**src/rtl/fqs_pkg.sv**
```systemverilog
// ----------------------------------------------------------------------------
// fqs_pkg
// shared types and constants for the fifo queue with search
// ----------------------------------------------------------------------------
package fqs_pkg;

	// default ring depth and the cap on results of one dump
	localparam int DEPTH_DEF   = 16;
	localparam int MAX_RESULTS = 16;

	// field widths
	localparam int DATA_W   = 32;
	localparam int POS_W    = 4;
	localparam int MODE_W   = 3;
	localparam int STATUS_W = 2;

	typedef enum logic [MODE_W-1:0] {
		MODE_INSERT = 3'd0,
		MODE_DELETE = 3'd1,
		MODE_SEARCH = 3'd2,
		MODE_PEEK   = 3'd3,
		MODE_DUMP   = 3'd4
	} mode_t;

	typedef enum logic [STATUS_W-1:0] {
		STATUS_OK    = 2'd0,
		STATUS_EMPTY = 2'd1,
		STATUS_FULL  = 2'd2,
		STATUS_MISS  = 2'd3
	} status_t;

endpackage

```
**src/rtl/fqs_ram.sv**
```systemverilog
// ----------------------------------------------------------------------------
// fqs_ram
// generic simple dual-port ram, one write and one registered read port
// ----------------------------------------------------------------------------
module fqs_ram #(
	parameter int WIDTH = fqs_pkg::DATA_W,
	parameter int DEPTH = fqs_pkg::DEPTH_DEF
) (
	input  logic                     clk,
	input  logic                     wr_en,
	input  logic [$clog2(DEPTH)-1:0] wr_addr,
	input  logic [WIDTH-1:0]         wr_data,
	input  logic                     rd_en,
	input  logic [$clog2(DEPTH)-1:0] rd_addr,
	output logic [WIDTH-1:0]         rd_data
);

	logic [WIDTH-1:0] mem_q [DEPTH];

	always_ff @(posedge clk) begin
		if (wr_en) begin
			mem_q[wr_addr] <= wr_data;
		end
		// read data holds while rd_en is low
		if (rd_en) begin
			rd_data <= mem_q[rd_addr];
		end
	end

endmodule

```
**src/rtl/fifo_queue_with_search.sv**
```systemverilog
// ----------------------------------------------------------------------------
// fifo_queue_with_search
// bounded fifo of signed 32-bit values in a ring memory, with search and dump
// ----------------------------------------------------------------------------
// - input channel in_valid/in_ready carries mode and value; one operation per
//   transfer: insert, delete head, search, peek tail, dump all
// - output channel out_valid/out_ready carries status, data, position, last;
//   last marks the final result transfer of an operation
// - insert, and any operation on an empty queue, decide at once; the result
//   is then loaded through the emit state into the output register
// - delete and peek read one ring entry, which goes straight to the output
// - search reads one entry per cycle from the head and stops at the first hit,
//   reporting its position; a scan that ends without a hit reports a miss
// - dump offers one result per cycle from the head while the receiver accepts,
//   up to 16 results; the registered read port of the ring memory sets this pace
// - a new item is taken the cycle after the final result enters the output
//   register, so it overlaps a waiting result; no new item is taken while an
//   operation is still being worked on
// - reset empties the queue (head and count to zero); ring contents are left
//   as they were and are never read before being written
// - when the receiver stalls the output register holds, and a scan with a result
//   to load stops with its one outstanding read held in the memory output;
//   modes five to seven are taken and dropped with no result
// ----------------------------------------------------------------------------
module fifo_queue_with_search #(
	parameter int DEPTH = fqs_pkg::DEPTH_DEF
) (
	input  logic                                clk,
	input  logic                                arst_n,
	// input channel
	input  logic                                in_valid,
	output logic                                in_ready,
	input  logic [fqs_pkg::MODE_W-1:0]          mode,
	input  logic signed [fqs_pkg::DATA_W-1:0]   value,
	// output channel
	output logic                                out_valid,
	input  logic                                out_ready,
	output logic [fqs_pkg::STATUS_W-1:0]        status,
	output logic signed [fqs_pkg::DATA_W-1:0]   data,
	output logic [fqs_pkg::POS_W-1:0]           position,
	output logic                                last
);

	localparam int IDX_W = $clog2(DEPTH);
	localparam int CNT_W = $clog2(DEPTH + 1);
	localparam int SUM_W = IDX_W + 1;

	typedef enum logic [1:0] {
		ST_IDLE,
		ST_SCAN,
		ST_EMIT
	} state_t;

	// ring index of base + offset, both below DEPTH
	function automatic logic [IDX_W-1:0] ring_idx(input logic [IDX_W-1:0] base,
		input logic [CNT_W-1:0] ofs);
		logic [SUM_W-1:0] sum;
		sum = SUM_W'(base) + SUM_W'(ofs);
		if (sum >= SUM_W'(DEPTH)) begin
			sum = sum - SUM_W'(DEPTH);
		end
		return sum[IDX_W-1:0];
	endfunction

	state_t                        state_q;
	logic [IDX_W-1:0]              head_q;
	logic [CNT_W-1:0]              count_q;

	// operation being worked on
	fqs_pkg::mode_t                op_q;
	logic [fqs_pkg::DATA_W-1:0]    key_q;
	logic [IDX_W-1:0]              base_q;     // head at the start of the scan
	logic [CNT_W-1:0]              ofs_q;      // next offset to read
	logic [CNT_W-1:0]              end_q;      // one past the last offset
	fqs_pkg::status_t              res_q;      // pending single result

	// read in flight: memory output holds the entry at offset pos_s1
	logic                          pend_s1;
	logic [IDX_W-1:0]              pos_s1;

	// output register
	logic                          out_valid_q;
	fqs_pkg::status_t              status_q;
	logic [fqs_pkg::DATA_W-1:0]    data_q;
	logic [fqs_pkg::POS_W-1:0]     position_q;
	logic                          last_q;

	logic                          in_xfer;
	logic                          out_free;
	logic                          load_out;
	logic                          wr_en;
	logic [IDX_W-1:0]              wr_addr;
	logic                          rd_en;
	logic [IDX_W-1:0]              rd_addr;
	logic [fqs_pkg::DATA_W-1:0]    rd_data;
	logic                          hit;
	logic                          is_end;
	logic                          need_out;
	logic                          consume;
	logic                          done;
	logic                          is_search;
	logic                          full;

	assign in_ready  = (state_q == ST_IDLE);
	assign in_xfer   = in_valid && in_ready;
	assign out_free  = !out_valid_q || out_ready;
	assign full      = (count_q == CNT_W'(DEPTH));

	// inserts write in the transfer cycle; reads only come in later cycles
	// and never in the same cycle, so no forwarding is needed
	assign wr_en     = in_xfer && (mode == fqs_pkg::MODE_INSERT) && !full;
	assign wr_addr   = ring_idx(head_q, count_q);

	// scan control: one read outstanding, the next issued as the last drains
	assign is_search = (op_q == fqs_pkg::MODE_SEARCH);
	assign hit       = (rd_data == key_q);
	assign is_end    = ((CNT_W'(pos_s1) + CNT_W'(1)) == end_q);
	assign need_out  = pend_s1 && (!is_search || hit || is_end);
	assign consume   = (state_q == ST_SCAN) && pend_s1 && (!need_out || out_free);
	assign done      = consume && (is_end || (is_search && hit));
	assign rd_en     = (state_q == ST_SCAN) && (ofs_q != end_q) && !done
		&& (!pend_s1 || consume);
	assign rd_addr   = ring_idx(base_q, ofs_q);

	// a result enters the output register this cycle
	assign load_out  = ((state_q == ST_EMIT) && out_free) || (consume && need_out);

	fqs_ram #(
		.WIDTH (fqs_pkg::DATA_W),
		.DEPTH (DEPTH)
	) u_ring (
		.clk     (clk),
		.wr_en   (wr_en),
		.wr_addr (wr_addr),
		.wr_data (value),
		.rd_en   (rd_en),
		.rd_addr (rd_addr),
		.rd_data (rd_data)
	);

	always_ff @(posedge clk or negedge arst_n) begin
		if (!arst_n) begin
			state_q     <= ST_IDLE;
			head_q      <= '0;
			count_q     <= '0;
			op_q        <= fqs_pkg::MODE_INSERT;
			key_q       <= '0;
			base_q      <= '0;
			ofs_q       <= '0;
			end_q       <= '0;
			res_q       <= fqs_pkg::STATUS_OK;
			pend_s1     <= 1'b0;
			pos_s1      <= '0;
			out_valid_q <= 1'b0;
			status_q    <= fqs_pkg::STATUS_OK;
			data_q      <= '0;
			position_q  <= '0;
			last_q      <= 1'b0;
		end else begin
			// output register loads a result or drains on its transfer
			if (load_out) begin
				out_valid_q <= 1'b1;
			end else if (out_ready) begin
				out_valid_q <= 1'b0;
			end

			unique case (state_q)
				ST_IDLE: begin
					if (in_xfer) begin
						op_q   <= fqs_pkg::mode_t'(mode);
						key_q  <= value;
						base_q <= head_q;
						unique case (mode)
							fqs_pkg::MODE_INSERT: begin
								if (full) begin
									res_q <= fqs_pkg::STATUS_FULL;
								end else begin
									res_q   <= fqs_pkg::STATUS_OK;
									count_q <= count_q + CNT_W'(1);
								end
								state_q <= ST_EMIT;
							end
							fqs_pkg::MODE_DELETE,
							fqs_pkg::MODE_SEARCH,
							fqs_pkg::MODE_PEEK,
							fqs_pkg::MODE_DUMP: begin
								if (count_q == '0) begin
									res_q   <= fqs_pkg::STATUS_EMPTY;
									state_q <= ST_EMIT;
								end else begin
									state_q <= ST_SCAN;
									unique case (mode)
										fqs_pkg::MODE_DELETE: begin
											ofs_q   <= '0;
											end_q   <= CNT_W'(1);
											head_q  <= ring_idx(head_q, CNT_W'(1));
											count_q <= count_q - CNT_W'(1);
										end
										fqs_pkg::MODE_PEEK: begin
											ofs_q <= count_q - CNT_W'(1);
											end_q <= count_q;
										end
										fqs_pkg::MODE_DUMP: begin
											ofs_q <= '0;
											// a dump stops at the result cap
											if (int'(count_q) > fqs_pkg::MAX_RESULTS) begin
												end_q <= CNT_W'(fqs_pkg::MAX_RESULTS);
											end else begin
												end_q <= count_q;
											end
										end
										default: begin
											ofs_q <= '0;
											end_q <= count_q;
										end
									endcase
								end
							end
							default: begin
								// unused modes: dropped, no result
							end
						endcase
					end
				end

				ST_EMIT: begin
					if (out_free) begin
						status_q    <= res_q;
						data_q      <= '0;
						position_q  <= '0;
						last_q      <= 1'b1;
						state_q     <= ST_IDLE;
					end
				end

				ST_SCAN: begin
					if (rd_en) begin
						pend_s1 <= 1'b1;
						pos_s1  <= ofs_q[IDX_W-1:0];
						ofs_q   <= ofs_q + CNT_W'(1);
					end else if (consume) begin
						pend_s1 <= 1'b0;
					end
					if (consume && need_out) begin
						last_q      <= done;
						if (is_search && !hit) begin
							status_q   <= fqs_pkg::STATUS_MISS;
							data_q     <= '0;
							position_q <= '0;
						end else begin
							status_q <= fqs_pkg::STATUS_OK;
							data_q   <= rd_data;
							if (is_search || (op_q == fqs_pkg::MODE_DUMP)) begin
								position_q <= fqs_pkg::POS_W'(pos_s1);
							end else begin
								position_q <= '0;
							end
						end
					end
					if (done) begin
						state_q <= ST_IDLE;
					end
				end

				default: begin
					state_q <= ST_IDLE;
				end
			endcase
		end
	end

	assign out_valid = out_valid_q;
	assign status    = status_q;
	assign data      = data_q;
	assign position  = position_q;
	assign last      = last_q;

endmodule

```
**config.mk**
```make
export PLATFORM = sky130hd
export DESIGN_NAME = fifo_queue_with_search
export DESIGN_NICKNAME = d
export VERILOG_FILES = /design/src/rtl/fqs_pkg.sv /design/src/rtl/fqs_ram.sv /design/src/rtl/fifo_queue_with_search.sv
export SDC_FILE = /design/constraint.sdc
export NUM_CORES = 1
export LEC_CHECK = 0
export BUFFER_PORTS_ARGS = -buffer_cell sky130_fd_sc_hd__buf_2
export CELL_PAD_IN_SITES_DETAIL_PLACEMENT = 1
export CELL_PAD_IN_SITES_GLOBAL_PLACEMENT = 1
export CORE_MARGIN = 8
export CORE_UTILIZATION = 40
export DETAILED_ROUTE_END_ITERATION = 10
export MAX_ROUTING_LAYER = met4
export PLACE_DENSITY_LB_ADDON = 0.1
export SLEW_MARGIN = 40
export SYNTH_ARGS = -nofsm -noshare
export SYNTH_HDL_FRONTEND = slang
export SYNTH_HIERARCHICAL = 1
export SYNTH_SLANG_ARGS = --single-unit
```
**constraint.sdc**
```tcl
create_clock -name clk -period 6.01 [get_ports clk]
set_clock_uncertainty 0.05 [all_clocks]
set_input_delay 1.202 -clock clk [delete_from_list [all_inputs] [get_ports clk]]
set_output_delay 1.202 -clock clk [all_outputs]
set_load 0.005 [all_outputs]
```
==> results of run 1 <==
[power breakdown]
part | switching, mW | total [mW] | internal [mW]
sequential | 0.394 | 5.96 | 5.57
clock | 1.79 | 4.47 | 2.68
combinational | 3.98 | 6.60 | 2.63
[worst max-delay path by stage]
stage,startpoint,end,cells after the start
3_5_place_dp,mode[1],u_ring/mem_q[0][30],7
4_1_cts,mode[1],u_ring/mem_q[0][26],7
2_1_floorplan,mode[2],u_ring/mem_q[0][0],5
3_3_place_gp,mode[1],u_ring/mem_q[0][5],7
5_1_grt,u_ring/rd_data[1],position[1],8
6_report,mode[1],u_ring/mem_q[0][26],7
[area by class of cell]
type / count / share of cell area (%)
timing repair buffer: 117 / 2.73
multi-input combinational: 689 / 21.2
inverter: 12 / 0.177
sequential: 651 / 64.2
clock inverter: 34 / 1.21
tap: 846 / 3.57
clock buffer: 99 / 6.88
[cell families after synthesis]
group / count (synthesis)
flip-flops: 651
multiplexers: 137
adder cells (fa/ha/maj): 13
AO/OA/AOI/OAI: 150
XOR/XNOR: 62
AND/OR/NAND/NOR: 327
buffers and inverters: 86
[Yosys cell counts (2+ instances only)]
cell	instances	area share [%]
edfxtp_1	544	64
nand2_1	237	3.5
mux4_2	128	11
dfrtp_1	107	10
a22oi_1	65	1.9
xnor2_1	51	1.8
o21ai_0	49	0.96
clkbuf_1	43	0.63
nor2_1	27	0.40
buf_2	11	0.22
ha_1	11	0.54
inv_1	11	0.16
xor2_1	10	0.34
buf_1	9	0.13
buf_4	9	0.26
nand3_1	9	0.18
nand4_1	9	0.22
nor3_1	9	0.18
a21oi_1	8	0.16
nor2b_1	8	0.20
mux2_2	7	0.31
and2_1	6	0.15
nand2b_1	6	0.15
a21o_1	5	0.15
a22o_1	5	0.17
a221o_1	3	0.12
nor4_1	3	0.074
a211oi_1	2	0.059
and3_1	2	0.049
buf_6	2	0.088
fa_1	2	0.16
nand3b_1	2	0.059
nor3b_1	2	0.059
o22ai_1	2	0.049
o32ai_1	2	0.069
[layer usage]
metal / part of all wire [%] / global-route usage, % / vias to the layer above
met1: 42 / 25.9 / 7088
met4: 2.9 / 6.15 / 0
met2: 50 / 33.5 / 303
li1: - / - / 5792
met3: 4.4 / 3.35 / 108
met5: 0 / - / -
[per-stage QoR]
step	total power, mW	util, %	hold WS, ns	worst slack, ns
finish	17.0	46.9	0.425	2.49
global route	17.8	46.9	0.458	2.21
CTS	17.3	46.9	0.435	2.28
detailed placement	12.8	43.1	0.422	1.68
global placement	12.6	43.0	0.410	1.77
floorplan	10.1	-	0.402	0.697
[critical path, delay by kind of cell]
family | cells | cell delay, ns
simple gates | 3 | 1.56
buf+inv | 3 | 0.64
compound gates | 1 | 0.32
[registers in the layout, summed over array words and instances (netlist names)]
signal and flops:
pos_s1 4, status 2, u_ring/mem_q 512, u_ring/rd_data 32, op_q 3, data 32, out_valid 1, state_q 2
res_q 2, count_q 5, pend_s1 1, position 4, base_q 4, head_q 4, ofs_q 5, last 1
key_q 32, end_q 5
[layout by cell type, fill, tap and decap left out, types with 8 or more instances in the layout]
cell / instances
a22oi_1: 65
xnor2_1: 51
clkbuf_16: 76
nand2_1: 236
nor2_4: 13
nor2_1: 14
xor2_1: 10
edfxtp_1: 544
a21oi_1: 8
mux4_2: 128
clkinv_2: 14
o21ai_0: 49
nand3_1: 9
clkbuf_1: 18
inv_1: 10
buf_2: 79
buf_4: 28
dfrtp_1: 107
nand4_1: 9
clkinv_1: 8
ha_1: 10
==> flow_summary.yaml, run 1 <==
logic_synthesis:
  synth_top_family_by_area: "multiplexers"
  yosysWarningCount: 6
  syn_area_um2: 25500
  yosysSeqAreaShare_pct: 74.5
  synth-simple-area-share_pct: 5.47
  synth_compound_area_share_pct: 3.95
  ys_async_sr_fraction_pct: 16.4
  synth_edf_count: 544
  synth_cells: 1426
  ys_seq_elements: 651
  synth-xor-area-share_pct: 2.16
  synth.avg_cell_area_um2: 17.9
  synth_cell_types: 55
  synthAdderAreaFrac_pct: 0.696
  synth_ff_type: "edfxtp_1"
  synth.area.mux_share_pct: 11.7
  postSynthNetCount: 1478
power:
  leakagePower_nw: 10.3
  irDropWorstVdd_mv: 0.354
  power.density_nw_per_um2: 575
cells_and_area:
  postLayoutCellArea_um2: 29600
  regArea_um2: 19000
  drive_above_1_share_pct: 24.7
  finalNetCount: 1596
  syn_to_final_growth_pct: 16.1
  fillerInstances: 6010
  multiInputGateArea_um2: 6290
  diodes: 0
  fin_cells: 2448
grt:
  grt-ovfl-total: 0
  grt_max_degree: 64
  grt_use_total_pct: 20.3
  grt_pass1_wl_um: 102000
  grt_pass1_vias: 14274
  antenna_found_initial: 0
sta:
  fin_crit_sh_pct: 58.6
  rsz0062_at_grt: "no"
  tightestPinTransition_ns: 0.707
  post-route-min-period_ns: 3.52
  fmax_mhz: 284
  report.final.slew_viol_count: 0
  timing.slew.headroom_pct: 52.9
  hold_viol_final: 0
  setup_viol: 0
  setup_tns_ns: 0
drt:
  postRouteAntennaNets: 0
  vias: 13291
  via_per_inst: 5.43
  postRouteWirelength_um: 70100
  first_pass_iters: 5
  routedWlPerCell_um: 28.6
  drcViolationCount: 0
  drt_iter0_markers: 898
clock_network:
  cts_resized: 0
  path_clk_slew_ns: 0.06
  root_buffer: "clkbuf_16"
  numCtsBuffers: 73
  clockBufferDepth: 3
  cts_setup_buffers: 0
  clock-sinks: 651
  ctsHoldBuffers: 0
  clk_latency_ns: 0.61
  cts_tree: "yes"
  htreeDepth: 3
placement:
  io_buffers: 79
  hpwl_um: 44500
  place_congestion: 0.765
  dp_cells: 2315
  place_area_um2: 27200
floorplan:
  die-area_um2: 72100
  initial_utilization_pct: 40.5
  die_width_um: 269
  rows: 92
  fp.dieH_um: 269
  core_um2: 63100
  io_pins: 80
min_path:
  hold_depth: 2
  min-delay-start: "data[23]"
  holdPathEnd: "data[23]"
  min_path_type: "reg -> reg"
worst_setup_path:
  cp-start-kind: "primary input"
  rrSetupSlack_ns: 2.51
  crit_chain: "buf_2 > nor4_1 > a21boi_0 > buf_4 > or3b_2 > nor3_4 > buf_12"
  endpoint_kind: "flop"
  worstPathMaxFanout: 25
  critPathArrivalTime_ns: 3.76
  critPathKind: "in -> reg"
  critical_path.slowest_cell: "or3b_2"
  cpPeakStageDelay_ns: 0.58
  r2r_end: "u_ring/rd_data[30]"
  r2r_start: "ofs_q[0]"
  required_ns: 6.24
  ff2ff_path_depth: 8
outcome:
  status: "finished, final reports clean"
flow_run:
  cap_violations: 0
(Power assumes the default switching activity.)
==> inputs of run 2 (changes only) <==
--- a/config.mk
+++ b/config.mk
@@ -5,6 +5,7 @@
 export SDC_FILE = /design/constraint.sdc
 export NUM_CORES = 1
 export LEC_CHECK = 0
+export ABC_AREA = 1
 export BUFFER_PORTS_ARGS = -buffer_cell sky130_fd_sc_hd__buf_2
 export CELL_PAD_IN_SITES_DETAIL_PLACEMENT = 1
 export CELL_PAD_IN_SITES_GLOBAL_PLACEMENT = 1
==> constraint.sdc (replaced) <==
create_clock -name clk -period 3.3 [get_ports clk]
set_clock_uncertainty 0.05 [all_clocks]
set_input_delay 0.66 -clock clk [delete_from_list [all_inputs] [get_ports clk]]
set_output_delay 0.66 -clock clk [all_outputs]
set_load 0.005 [all_outputs]
==> run 2 against run 1 <==
Compared with the run above: sequential share of layout area shrank 6.2 points; first-iteration DRC count grew 24%; design area increased by 11%; critical endpoint is now u_ring/rd_data[27]; worst hold slack worse by 0.37 ns; routed wire length rose by 21%.
==> flow_summary.yaml, run 2 <==
outcome:
  status: "finished, final reports clean"
power:
  power.density_nw_per_um2: 1090
  irDropWorstVdd_mv: 1.28
  p_int_mw: 19.9
  swShare_pct: 44.4
  power_frac_seq_pct: 30.3
  clkPwrFrac_pct: 21.8
  power.total_mw: 35.7
  leakagePower_nw: 14.3
  power.switching_mw: 15.9
  p_comb_share_pct: 47.8
logic_synthesis:
  syn_area_um2: 28500
  synth_area_leader_cell: "edfxtp_1"
  synth_edf_count: 544
  yosysMostFrequentCell: "nand2_1"
  ys_top_cells_by_count: "nand2_1 (949), edfxtp_1 (544), inv_1 (444), nand3_1 (442), dfrtp_1 (107)"
  postSynthNetCount: 2851
  synth_ff_type: "edfxtp_1"
  synth_cell_types: 42
  synth_top_area_share_pct: 57.3
  synth.avg_cell_area_um2: 10.2
  ys_top_cells_by_area: "edfxtp_1 (57%), nand2_1 (12%), dfrtp_1 (9.4%), nand3_1 (7.8%), inv_1 (5.8%)"
  yosysSeqAreaShare_pct: 66.7
  synth_cells: 2799
  ys_async_sr_fraction_pct: 16.4
  ys_seq_elements: 651
  yosysWarningCount: 6
drt:
  postRouteWirelength_um: 85100
  postRouteAntennaNets: 0
  drcViolationCount: 0
  routedWlPerCell_um: 21.8
  vias: 19774
  first_pass_iters: 5
  via_per_inst: 5.06
  drt_iter0_markers: 1114
sta:
  setup_tns_ns: 0
  fin_ws_ns: 0.337
  tightestPinTransition_ns: 0.678
  fin_crit_sh_pct: 89.8
  setup_viol: 0
  fmax_mhz: 338
  rsz0062_at_grt: "no"
  report.final.slew_viol_count: 0
  hold_viol_final: 0
  timing.slew.headroom_pct: 54.8
  post-route-min-period_ns: 2.96
clock_network:
  root_buffer: "clkbuf_16"
  cts_setup_buffers: 0
  clock-sinks: 651
  clockBufferDepth: 3
  ctsHoldBuffers: 0
  path_clk_slew_ns: 0.06
  clk_latency_ns: 0.61
  cts_tree: "yes"
  htreeDepth: 3
  numCtsBuffers: 75
  cts_resized: 0
min_path:
  min_path_type: "in -> async"
worst_setup_path:
  crit_chain: "xnor2_1 > nand2_1 > nor2_1 > nand2_1 > nor2_1 > nand2_1 > nand3_1 > nand2_1 > nand3_1 > nand3_2 > inv_2 > buf_12"
  path_common_cell: "nand2_1"
  critPathKind: "reg -> reg"
  critPathArrivalTime_ns: 3.18
  critical_path.slowest_cell: "edfxtp_1"
  worstPathMaxFanout: 34
  cpPeakStageDelay_ns: 0.42
  required_ns: 3.52
  ff2ff_path_depth: 12
  cp-start-kind: "flop"
  endpoint_kind: "flop"
floorplan:
  rows: 98
  initial_utilization_pct: 40.2
  core_um2: 71000
  fp.dieH_um: 283
  die-area_um2: 80100
  die_width_um: 283
  io_pins: 80
cells_and_area:
  finalNetCount: 2950
  final_cell_mix: "nand2_1 (947), edfxtp_1 (544), nand3_1 (442)"
  fin_cells: 3906
  diodes: 0
  largest_reg_flops: 512
  final_common_cell: "nand2_1"
  drive_above_1_share_pct: 9.74
  regMostFlops: "u_ring/mem_q"
  fillerInstances: 7797
  syn_to_final_growth_pct: 14.9
grt:
  grt_max_degree: 103
  grt_pass1_vias: 20684
  grt-ovfl-total: 0
  antenna_found_initial: 1
  grt_pass1_wl_um: 130000
  grt_use_total_pct: 21.6
placement:
  dpl_worst_slack_ns: 0.292
  hpwl_um: 50400
  dp_cells: 3771
  place_congestion: 0.821
  io_buffers: 79
flow_run:
  cap_violations: 0
==> run 2: changes by cell type after synthesis, moves of 42 or more <==
| cell | change |
|---|---|
| nand3_1 | +433 |
| nand2_1 | +712 |
| inv_1 | +433 |
| buf_2 | +42 |
| mux4_2 | -128 |
| a22oi_1 | -65 |
==> run 2: layout make-up <==
type | count | area (um^2) | share of cell area (%)
clock buffer | 97 | 2020 | 6.17
clock inverter | 38 | 243 | 0.741
sequential | 651 | 19000 | 58.0
timing repair buffer | 151 | 1460 | 4.47
multi-input combinational | 1571 | 7150 | 21.8
tap | 950 | 1190 | 3.63
inverter | 448 | 1700 | 5.18
==> run 2: through the flow <==
| stage | hold slack, ns | area [um^2] | util [%] |
|---|---|---|---|
| final | 0.0522 | 32800 | 46.2 |
| after global routing | 0.0871 | 32800 | 46.2 |
| after CTS | 0.0354 | 32800 | 46.2 |
| after detailed placement | 0.419 | 30500 | 43.0 |
| after global placement | 0.409 | 30500 | 43.0 |
| after floorplan | 0.314 | 28500 | - |
==> run 2: worst paths after layout <==
path | startpoint | endpoint | slack, ns
max | u_ring/rd_data[1] | u_ring/rd_data[27] | 0.34
min | arst_n | data[2] | 0.05
max reg2reg | u_ring/rd_data[1] | u_ring/rd_data[27] | 0.34
min reg2reg | data[13] | data[13] | 0.42
max in group asynchronous | arst_n | count_q[1] | 2.38
min in group clk | out_ready | state_q[1] | 0.29
==> run 2: kinds of logic (layout without fill, tap and decap cells) <==
family,Yosys count,in the layout,synth area share [%]
compound gates,52,52,1.01
xor+xnor,47,47,1.44
fa+ha+maj,13,13,0.623
buf+inv,577,734,8.81
flops,651,651,66.7
simple gates,1459,1459,21.4
==> run 2: per-layer routing <==
metal | wire (um) | part of all wire (%) | up-vias | global-route usage, %
met5 | 0 | 0 | - | -
met4 | 2290 | 2.7 | 0 | 6.83
met3 | 3090 | 3.6 | 122 | 2.66
met2 | 40500 | 48 | 358 | 34.7
met1 | 39300 | 46 | 10077 | 28.5
li1 | - | - | 9217 | -
==> run 2: critical path: cells and delay by family, from the launching register on <==
kind                      cells  cell delay [ns]
buffers and inverters         2             0.39
and+or+nand+nor               9             1.52
DFF                           1             0.42
xor gates and xnor gates      1             0.20
==> run 2: power by group through the flow <==
stage	combinational (mW)	sequential (mW)	clock (mW)
final	17.1	10.8	7.80
after floorplan	11.1	10.8	0
after CTS	17.3	10.8	8.01
after global routing	18.9	10.9	8.28
after global placement	16.9	11.0	0
after detailed placement	17.2	11.0	0
